`config.mk`:
```
export PLATFORM = sky130hd
export DESIGN_NAME = key_press_event_detector_core
export DESIGN_NICKNAME = d
export VERILOG_FILES = /design/src/kped_pkg.sv /design/src/kped_csr.sv /design/src/kped_detect.sv /design/src/key_press_event_detector_core.sv
export VERILOG_INCLUDE_DIRS = /design/src /design/src/src
export SDC_FILE = /design/constraint.sdc
export NUM_CORES = 1
export LEC_CHECK = 0
export BUFFER_PORTS_ARGS = -buffer_cell sky130_fd_sc_hd__buf_2
export CAP_MARGIN = 40
export CORE_AREA = 2 2 91 93
export CTS_BUF_LIST = sky130_fd_sc_hd__clkbuf_16
export CTS_CLUSTER_DIAMETER = 80
export DETAILED_ROUTE_END_ITERATION = 6
export DIE_AREA = 0 0 93 95
export PLACE_DENSITY = 0.68
export SLEW_MARGIN = 25
export SYNTH_ARGS = -nofsm -noshare
export SYNTH_HDL_FRONTEND = slang
export SYNTH_SLANG_ARGS = --single-unit
```
`constraint.sdc`:
```
create_clock -name clock -period 6 [get_ports clock]
set_input_delay 1.2 -clock clock [delete_from_list [all_inputs] [get_ports clock]]
set_output_delay 1.2 -clock clock [all_outputs]
set_load 0.02 [all_outputs]
```
`src/key_press_event_detector_core_assert.svh`:
```
// assertion macros for the key press event detector
// expects signals named clock and reset in the module that uses them
`ifndef KEY_PRESS_EVENT_DETECTOR_CORE_ASSERT_SVH
`define KEY_PRESS_EVENT_DETECTOR_CORE_ASSERT_SVH

// antecedent holds in the same cycle as the consequent
`define KPED_ASSERT_SAME(lbl, ante, cons) \
   lbl: assert property (@(posedge clock) disable iff (reset) (ante) |-> (cons)) \
      else $error("kped assertion failed");

// consequent holds in the cycle after the antecedent
`define KPED_ASSERT_NEXT(lbl, ante, cons) \
   lbl: assert property (@(posedge clock) disable iff (reset) (ante) |=> (cons)) \
      else $error("kped assertion failed");

`endif

```
`src/kped_pkg.sv`:
```
// shared types and constants of the key press event detector
// no dependencies
package kped_pkg;

   // command codes
   localparam logic [1:0] CMD_SAMPLE     = 2'd0;
   localparam logic [1:0] CMD_FORCE_HIGH = 2'd1;
   localparam logic [1:0] CMD_FORCE_LOW  = 2'd2;

   // detector modes
   localparam logic [1:0] MODE_EDGE    = 2'd0;
   localparam logic [1:0] MODE_DOUBLE  = 2'd1;
   localparam logic [1:0] MODE_REPEAT  = 2'd2;
   localparam logic [1:0] MODE_RELEASE = 2'd3;

   // event codes
   localparam logic [1:0] EV_NONE    = 2'd0;
   localparam logic [1:0] EV_PRESS   = 2'd1;
   localparam logic [1:0] EV_REPEAT  = 2'd2;
   localparam logic [1:0] EV_HOLDING = 2'd3;

   // register indexes
   localparam logic [1:0] REG_MODE          = 2'd0;
   localparam logic [1:0] REG_HOLD_DELAY    = 2'd1;
   localparam logic [1:0] REG_REPEAT_PERIOD = 2'd2;
   localparam logic [1:0] REG_DOUBLE_WINDOW = 2'd3;

   localparam int         CSR_ADDR_W = 4;
   localparam int         CSR_DATA_W = 32;

   // reset values
   localparam logic [1:0] MODE_RST          = MODE_EDGE;
   localparam logic [7:0] HOLD_DELAY_RST    = 8'd10;
   localparam logic [7:0] REPEAT_PERIOD_RST = 8'd2;
   localparam logic [7:0] DOUBLE_WINDOW_RST = 8'd5;

   localparam logic [7:0] ELAPSED_MAX = 8'hFF;

   typedef struct packed {
      logic [1:0] mode;
      logic [7:0] hold_delay;
      logic [7:0] repeat_period;
      logic [7:0] double_window;
   } cfg_type;

   typedef struct packed {
      logic       prev_level;
      logic       repeating;
      logic       long_hold;
      logic       first_press_seen;
      logic [7:0] elapsed;
   } state_type;

endpackage

```
`src/kped_csr.sv`:
```
// configuration registers of the key press event detector, apb-style access
// depends on kped_pkg
module kped_csr (
   input  logic                            clock,
   input  logic                            reset,
   input  logic                            psel,
   input  logic                            penable,
   input  logic                            pwrite,
   input  logic [kped_pkg::CSR_ADDR_W-1:0] paddr,
   input  logic [kped_pkg::CSR_DATA_W-1:0] pwdata,
   output logic [kped_pkg::CSR_DATA_W-1:0] prdata,
   output logic                            pready,
   output kped_pkg::cfg_type               cfg
);

   kped_pkg::cfg_type cfg_ff;
   kped_pkg::cfg_type cfg_in;
   logic              wr_en;
   logic [1:0]        reg_idx;

   assign pready  = 1'b1;
   assign wr_en   = psel && penable && pwrite;
   assign reg_idx = paddr[3:2];
   assign cfg     = cfg_ff;

   always_comb begin
      cfg_in = cfg_ff;
      if (wr_en) begin
         case (reg_idx)
            kped_pkg::REG_MODE:          cfg_in.mode          = pwdata[1:0];
            kped_pkg::REG_HOLD_DELAY:    cfg_in.hold_delay    = pwdata[7:0];
            kped_pkg::REG_REPEAT_PERIOD: cfg_in.repeat_period = pwdata[7:0];
            kped_pkg::REG_DOUBLE_WINDOW: cfg_in.double_window = pwdata[7:0];
            default:                     cfg_in = cfg_ff;
         endcase
      end
   end

   always_comb begin
      case (reg_idx)
         kped_pkg::REG_MODE:          prdata = {30'd0, cfg_ff.mode};
         kped_pkg::REG_HOLD_DELAY:    prdata = {24'd0, cfg_ff.hold_delay};
         kped_pkg::REG_REPEAT_PERIOD: prdata = {24'd0, cfg_ff.repeat_period};
         kped_pkg::REG_DOUBLE_WINDOW: prdata = {24'd0, cfg_ff.double_window};
         default:                     prdata = '0;
      endcase
   end

   always_ff @(posedge clock) begin
      if (reset) begin
         cfg_ff.mode          <= kped_pkg::MODE_RST;
         cfg_ff.hold_delay    <= kped_pkg::HOLD_DELAY_RST;
         cfg_ff.repeat_period <= kped_pkg::REPEAT_PERIOD_RST;
         cfg_ff.double_window <= kped_pkg::DOUBLE_WINDOW_RST;
      end else begin
         cfg_ff <= cfg_in;
      end
   end

endmodule

```
`src/kped_detect.sv`:
```
// detector state and the per-sample event logic for all four modes
// depends on kped_pkg and key_press_event_detector_core_assert.svh
`include "key_press_event_detector_core_assert.svh"

module kped_detect (
   input  logic                clock,
   input  logic                reset,
   input  logic                step,
   input  logic [1:0]          cmd,
   input  logic                key_level,
   input  logic                tick,
   input  kped_pkg::cfg_type   cfg,
   output logic [1:0]          event_res,
   output kped_pkg::state_type state
);

   kped_pkg::state_type state_ff;
   kped_pkg::state_type state_in;
   kped_pkg::state_type nx;
   logic [1:0]          ev;

   assign state     = state_ff;
   assign event_res = ev;

   always_comb begin
      logic       k;
      logic       c;
      logic       in_window;
      logic       done;
      nx        = state_ff;
      ev        = kped_pkg::EV_NONE;
      k         = key_level;
      c         = 1'b0;
      in_window = 1'b0;
      done      = 1'b0;

      // saturating decisecond count, advanced on every transfer that carries a tick
      if (tick && (nx.elapsed != kped_pkg::ELAPSED_MAX)) begin
         nx.elapsed = nx.elapsed + 8'd1;
      end

      case (cmd)
         kped_pkg::CMD_FORCE_HIGH: nx.prev_level = 1'b1;
         kped_pkg::CMD_FORCE_LOW:  nx.prev_level = 1'b0;
         kped_pkg::CMD_SAMPLE: begin
            case (cfg.mode)
               kped_pkg::MODE_EDGE: begin
                  if (!nx.prev_level && k) begin
                     ev = kped_pkg::EV_PRESS;
                  end
                  nx.prev_level = k;
               end
               kped_pkg::MODE_DOUBLE: begin
                  c             = !nx.prev_level && k;
                  nx.prev_level = k;
                  if (!nx.first_press_seen && c) begin
                     nx.first_press_seen = 1'b1;
                     nx.elapsed          = 8'd0;
                  end else begin
                     in_window = nx.elapsed <= cfg.double_window;
                     if (nx.first_press_seen && in_window && c) begin
                        nx.first_press_seen = 1'b0;
                        ev                  = kped_pkg::EV_PRESS;
                     end else if (!in_window) begin
                        nx.first_press_seen = 1'b0;
                     end
                  end
               end
               kped_pkg::MODE_REPEAT: begin
                  if (!nx.prev_level && k) begin
                     nx.prev_level = 1'b1;
                     nx.elapsed    = 8'd0;
                     ev            = kped_pkg::EV_PRESS;
                  end else begin
                     nx.prev_level = k;
                     if (k) begin
                        if (!nx.repeating && (nx.elapsed >= cfg.hold_delay)) begin
                           nx.repeating = 1'b1;
                           nx.elapsed   = 8'd0;
                        end
                        if (nx.repeating && (nx.elapsed >= cfg.repeat_period)) begin
                           nx.elapsed = 8'd0;
                           ev         = kped_pkg::EV_REPEAT;
                        end
                     end else begin
                        nx.repeating = 1'b0;
                     end
                  end
               end
               kped_pkg::MODE_RELEASE: begin
                  // release after a long hold gives no press
                  if (nx.long_hold && nx.prev_level && !k) begin
                     nx.long_hold  = 1'b0;
                     nx.prev_level = 1'b0;
                  end
                  if (!nx.prev_level && k) begin
                     nx.elapsed = 8'd0;
                  end
                  if (!nx.long_hold && nx.prev_level && !k) begin
                     nx.prev_level = 1'b0;
                     nx.elapsed    = 8'd0;
                     ev            = kped_pkg::EV_PRESS;
                  end else begin
                     if (nx.prev_level && k) begin
                        if (!nx.repeating && (nx.elapsed >= cfg.hold_delay)) begin
                           nx.long_hold = 1'b1;
                           nx.repeating = 1'b1;
                        end
                        if (nx.repeating && (nx.elapsed >= cfg.repeat_period)) begin
                           nx.elapsed = 8'd0;
                           ev         = kped_pkg::EV_REPEAT;
                           done       = 1'b1;
                        end
                     end else begin
                        nx.repeating = 1'b0;
                     end
                     if (!done) begin
                        nx.prev_level = k;
                        ev = nx.repeating ? kped_pkg::EV_HOLDING : kped_pkg::EV_NONE;
                     end
                  end
               end
               default: ev = kped_pkg::EV_NONE;
            endcase
         end
         default: ev = kped_pkg::EV_NONE;
      endcase
   end

   assign state_in = step ? nx : state_ff;

   always_ff @(posedge clock) begin
      if (reset) begin
         state_ff <= '0;
      end else begin
         state_ff <= state_in;
      end
   end

   `KPED_ASSERT_SAME(a_force_no_event, step && (cmd != kped_pkg::CMD_SAMPLE), ev == kped_pkg::EV_NONE)

endmodule

```
`src/key_press_event_detector_core.sv`:
```
// Key press event detector: one button sample per transfer, one event code per transfer.
// A sample is taken into an input register, the detector logic runs on it and its event
// lands in a result register; a new sample is taken every cycle unless the result side
// stalls. The only feedback loop is the registered update of the detector state (level,
// repeat flags, decisecond counter). The mode register selects edge press, double press,
// press with auto-repeat, or release press with long-hold repeat and a holding code.
// Configuration must be written through the apb-style port while no transfer is in
// flight; the block does not enforce this. No clearing pass after reset.
// depends on kped_pkg, kped_csr, kped_detect and key_press_event_detector_core_assert.svh
`include "key_press_event_detector_core_assert.svh"

module key_press_event_detector_core (
   input  logic                            clock,
   input  logic                            reset,
   input  logic                            req_valid,
   output logic                            req_stall,
   input  logic [1:0]                      req_cmd,
   input  logic                            req_key_level,
   input  logic                            req_tick,
   output logic                            rsp_valid,
   input  logic                            rsp_stall,
   output logic [1:0]                      rsp_event_res,
   input  logic                            psel,
   input  logic                            penable,
   input  logic                            pwrite,
   input  logic [kped_pkg::CSR_ADDR_W-1:0] paddr,
   input  logic [kped_pkg::CSR_DATA_W-1:0] pwdata,
   output logic [kped_pkg::CSR_DATA_W-1:0] prdata,
   output logic                            pready
);

   kped_pkg::cfg_type   cfg;
   kped_pkg::state_type st;

   logic       in_vld_ff,  in_vld_in;
   logic [1:0] in_cmd_ff,  in_cmd_in;
   logic       in_key_ff,  in_key_in;
   logic       in_tick_ff, in_tick_in;
   logic       out_vld_ff, out_vld_in;
   logic [1:0] out_ev_ff,  out_ev_in;
   logic [1:0] ev;
   logic       accept;
   logic       advance;

   assign advance   = in_vld_ff && (!out_vld_ff || !rsp_stall);
   assign req_stall = in_vld_ff && !advance;
   assign accept    = req_valid && !req_stall;

   assign rsp_valid     = out_vld_ff;
   assign rsp_event_res = out_ev_ff;

   kped_csr u_csr (
      .clock   (clock),
      .reset   (reset),
      .psel    (psel),
      .penable (penable),
      .pwrite  (pwrite),
      .paddr   (paddr),
      .pwdata  (pwdata),
      .prdata  (prdata),
      .pready  (pready),
      .cfg     (cfg)
   );

   kped_detect u_detect (
      .clock     (clock),
      .reset     (reset),
      .step      (advance),
      .cmd       (in_cmd_ff),
      .key_level (in_key_ff),
      .tick      (in_tick_ff),
      .cfg       (cfg),
      .event_res (ev),
      .state     (st)
   );

   always_comb begin
      in_vld_in  = in_vld_ff;
      in_cmd_in  = in_cmd_ff;
      in_key_in  = in_key_ff;
      in_tick_in = in_tick_ff;
      if (accept) begin
         in_vld_in  = 1'b1;
         in_cmd_in  = req_cmd;
         in_key_in  = req_key_level;
         in_tick_in = req_tick;
      end else if (advance) begin
         in_vld_in = 1'b0;
      end
   end

   always_comb begin
      out_vld_in = out_vld_ff;
      out_ev_in  = out_ev_ff;
      if (advance) begin
         out_vld_in = 1'b1;
         out_ev_in  = ev;
      end else if (out_vld_ff && !rsp_stall) begin
         out_vld_in = 1'b0;
      end
   end

   always_ff @(posedge clock) begin
      if (reset) begin
         in_vld_ff  <= 1'b0;
         out_vld_ff <= 1'b0;
      end else begin
         in_vld_ff  <= in_vld_in;
         out_vld_ff <= out_vld_in;
      end
   end

   always_ff @(posedge clock) begin
      in_cmd_ff  <= in_cmd_in;
      in_key_ff  <= in_key_in;
      in_tick_ff <= in_tick_in;
      out_ev_ff  <= out_ev_in;
   end

   `KPED_ASSERT_NEXT(a_advance_fills_result, advance, out_vld_ff)
   `KPED_ASSERT_SAME(a_holding_needs_repeat, out_vld_ff && (out_ev_ff == kped_pkg::EV_HOLDING), st.repeating)
   `KPED_ASSERT_SAME(a_repeat_restarts_count, out_vld_ff && (out_ev_ff == kped_pkg::EV_REPEAT), st.elapsed == 8'd0)

endmodule

```
==> impl_results.md <==
- Result of the run: finished clean
- Data required time of the critical path: about 6.2 ns
- Mapped Cells: 435
- Leading post-synthesis cells by cell area: sky130_fd_sc_hd__dfxtp_1, sky130_fd_sc_hd__ha_1, sky130_fd_sc_hd__nor2_1
- Share of flip-flops with an asynchronous set or reset after synthesis: 0%
- Clock root buffer: sky130_fd_sc_hd__clkbuf_16
- Synthesized area: roughly 3500 sq um
- Post-layout net count: between 500 and 600
- Routed WL: 7.72 mm
- Mean routed wirelength per cell: roughly 14 um
- Worst Path Max Fanout: 6
- # Post-CTS Setup Buffers: 0
- Average cell area after synthesis: roughly 7.9 sq um
- Minimum clock period after layout: between 4 and 5 ns
- Die height: roughly 95 um
- Total grt overflow: 0
- Rel. slew slack: a little under three fifths
- Final Max Tran Viols: 0
- Warnings from Yosys: 0
- Core area: slightly below 8000 sq um
- Worst slew pin tran: between 0.6 and 0.7 ns
- Synth area leader: sky130_fd_sc_hd__dfxtp_1
- Worst min-delay path category: reg2reg
- Max Cap Viol: 0
- Design internal power: 0.498 mW
- Non-filler cells in the finished layout: about 560
- Post-Synth Adder-Cell Area: 14.8%
- Most instantiated library cell after synthesis: sky130_fd_sc_hd__nor2_1
- Worst Hold Launch: u_csr.cfg[23]
- Worst hold path depth: 2
- Multiplexer share of the synthesized area: 6.52%
- Die X-Extent: a little over 90 um
- HPWL Detailed: approximately 6.1 mm
- Flop-to-flop setup slack: between 1 and 1.5 ns
- Share of post-route cells with drive strength above 1: between 10% and 20%
- Hold buffer count at CTS: 0
- Area of the die: ~8800 sq um
- Post-detailed-route DRC marker count: 0
- RSZ-0062 raised after global routing: no
- Number of failing hold endpoints at the final stage: 0
- Maximum number of pins on one net before global-route repair: 37
- Sequential fraction of the synthesis area: 28.4%
- Post-DP Area: around 3600 sq um
- Area fraction in compound gates after synthesis: roughly 18%
- Worst flop-to-flop path startpoint: u_detect.state[0]
- Path depth of the worst reg2reg path: 18
- End point of the most critical hold path: u_csr.cfg[23]
- Tot GR Track Use: a little under a fifth
- Count of vias placed by the detailed router: a little under 3000
- Part of the total power dissipated in the clock network: about two fifths
- Sum of negative setup slack: 0 ns
- Critical Path End Type: flip-flop
- Hold Slack: between 0.4 and 0.5 ns
- Detail Route Antenna Nets: 0
- Final Wtd Congestion: about 0.86
- Post-synth EDFFs: 6
- Setup crit start kind: flip-flop
- Input/output buffers: 32
- Number of antenna cells inserted: 0
- Worst IR drop on VDD: between 0.1 and 0.15 mV
- Number of gates given a new drive strength after cts: 0
- Synth cell types: 48
- Number of buffers created by CTS: 5
- Clock input transition at the sequential cells of the worst setup and hold paths: approximately 0.060 ns
- Via count of the first global-routing pass: ~2900
- Fraction of power consumed by combinational cells: approximately 12%
- Worst skew pair latency: approximately 0.29 ns
- Most common flop cell mapped by yosys: sky130_fd_sc_hd__dfxtp_1
- Core Rows: 33
- Final instance area: roughly 3700 sq um
- DR iter-0 viols: about 260
- Final setup violation count: 0
- Clock tree from TritonCTS: done
- Final worst-path cycle share: between 80% and 90%
- Power Dens Cells: roughly 180 nW/um^2
- Combinational family with the most area after synthesis: simple AND/OR/NAND/NOR gates
- Layout area overhead: 8.11%
- Net load switching power: 0.182 mW
- Static power due to leakage: 1.85 nW
- Switching Share: between 20 and 30%
- Number of levels the H-tree was split into: 2
- Number of antenna violations at the first check in global routing: 0
- Fraction of post-synthesis cell area in the top cell type by area: about 23%
- Leading cell types by count after synthesis: sky130_fd_sc_hd__nor2_1, sky130_fd_sc_hd__nand2_1, sky130_fd_sc_hd__ha_1
- Post-Place Cells: 556
- Basic-gate share of the synthesized area counting and, or, nand and nor cells: 20.0%
- Global-route wire length before repair: 13.0 mm
- Clock buffer depth: 2
- Crit path DAT: 5.07 ns
- Synthesis-stage register bit count: 46
- Drt pass-1 iters: 4
- Initial core utilization: between 40% and 50%
- Sink Count: 46
- Layout Skew: roughly 0.006 ns
- Fraction of power consumed by sequential logic: 47.8%
- Endpoint of the most critical register-to-register path: u_detect.state[4]
- Vias per cell: approximately 5.3
- Type of the worst setup path: reg2reg
- Fmax: between 200 and 250 MHz
- Post-synthesis xor/xnor area fraction: about 1.8%
- Top Ports: 84
==> layout by cell type (no fill, tap or decap), types with 3 or more instances in the layout <==
master and count:
sky130_fd_sc_hd__nor3_1 9, sky130_fd_sc_hd__o21ai_0 26, sky130_fd_sc_hd__and3_1 6, sky130_fd_sc_hd__xnor2_1 4, sky130_fd_sc_hd__dfxtp_1 40, sky130_fd_sc_hd__buf_2 32, sky130_fd_sc_hd__conb_1 25, sky130_fd_sc_hd__xor2_1 3
sky130_fd_sc_hd__nand3_1 9, sky130_fd_sc_hd__nor2_1 57, sky130_fd_sc_hd__a21oi_1 22, sky130_fd_sc_hd__a211o_1 7, sky130_fd_sc_hd__a22o_1 7, sky130_fd_sc_hd__inv_1 35, sky130_fd_sc_hd__mux2i_1 18, sky130_fd_sc_hd__nand2_1 52
sky130_fd_sc_hd__nand2b_1 4, sky130_fd_sc_hd__clkbuf_16 5, sky130_fd_sc_hd__ha_1 41, sky130_fd_sc_hd__a21o_1 8, sky130_fd_sc_hd__nor2b_1 4, sky130_fd_sc_hd__or3_1 3, sky130_fd_sc_hd__edfxtp_1 6
==> state kept, by name, summed over array words and instances (netlist names) <==
name            cells
u_csr.cfg          26
in_tick_ff          1
in_cmd_ff           2
u_detect.state     12
in_key_ff           1
rsp_valid           1
in_vld_ff           1
rsp_event_res       2
==> worst max-delay path by stage <==
stage / slack, ns / depth (start not counted) / to / startpoint
3_3_place_gp: 1.29 / 18 / u_detect.state[3] / u_detect.state[0]
6_report: 1.14 / 18 / u_detect.state[4] / u_detect.state[0]
3_5_place_dp: 1.22 / 18 / u_detect.state[4] / u_detect.state[0]
2_1_floorplan: 1.71 / 18 / u_detect.state[0] / u_detect.state[0]
4_1_cts: 1.17 / 18 / u_detect.state[4] / u_detect.state[0]
5_1_grt: 0.78 / 18 / u_detect.state[6] / u_detect.state[0]
==> kinds of logic after synthesis <==
family,Yosys count
AND/OR/NAND/NOR,155
AO/OA/AOI/OAI,91
buffers and inverters,73
flip-flops,46
adder cells (fa/ha/maj),41
multiplexers,20
XOR/XNOR,7
other,2
==> layout make-up <==
class / count / area (sq um)
sequential: 46 / 981
timing repair buffer: 32 / 160
inverter: 34 / 128
multi-input combinational: 339 / 2190
tap: 105 / 131
clock buffer: 5 / 125
fill: 778 / 4190
clock inverter: 3 / 17.5
==> critical path, stage by stage, from the launching register on <==
cell,delay (ns)
sky130_fd_sc_hd__dfxtp_1,0.40
sky130_fd_sc_hd__ha_1,0.25
sky130_fd_sc_hd__nand3_1,0.10
sky130_fd_sc_hd__or3_1,0.44
sky130_fd_sc_hd__nand2_1,0.17
sky130_fd_sc_hd__xnor2_1,0.24
sky130_fd_sc_hd__inv_1,0.14
sky130_fd_sc_hd__ha_1,0.29
sky130_fd_sc_hd__nand2b_4,0.14
sky130_fd_sc_hd__a2111o_1,0.44
sky130_fd_sc_hd__a311oi_2,0.30
sky130_fd_sc_hd__o21ai_0,0.14
sky130_fd_sc_hd__ha_1,0.29
sky130_fd_sc_hd__nand2b_1,0.15
sky130_fd_sc_hd__a2111oi_0,0.42
sky130_fd_sc_hd__o31ai_1,0.17
sky130_fd_sc_hd__a21o_1,0.22
sky130_fd_sc_hd__o2111a_1,0.29
sky130_fd_sc_hd__o21ai_0,0.18
==> routing by layer <==
metal	global-route usage (%)	wire, um
met1	22.9	3490
met2	33.7	3790
met3	2.39	344
met4	4.41	87
met5	0	0
==> power by group through the flow <==
stage / Clock, mW / Sequential, mW / Combinational (mW)
final: 0.272 / 0.325 / 0.0827
after global routing: 0.286 / 0.326 / 0.0919
after CTS: 0.277 / 0.325 / 0.0821
after detailed placement: 0 / 0.332 / 0.0812
after global placement: 0 / 0.332 / 0.0797
after floorplan: 0 / 0.330 / 0.0732
==> metrics by stage <==
stage          setup slack, ns  util [%]  power [mW]
5_1_grt                  0.785      47.1       0.704
2_1_floorplan             1.71         -       0.403
6_report                  1.14      47.1       0.680
3_5_place_dp              1.22      45.3       0.413
3_3_place_gp              1.29      45.3       0.411
4_1_cts                   1.17      47.1       0.684
Power figures use the tool's default switching activity.
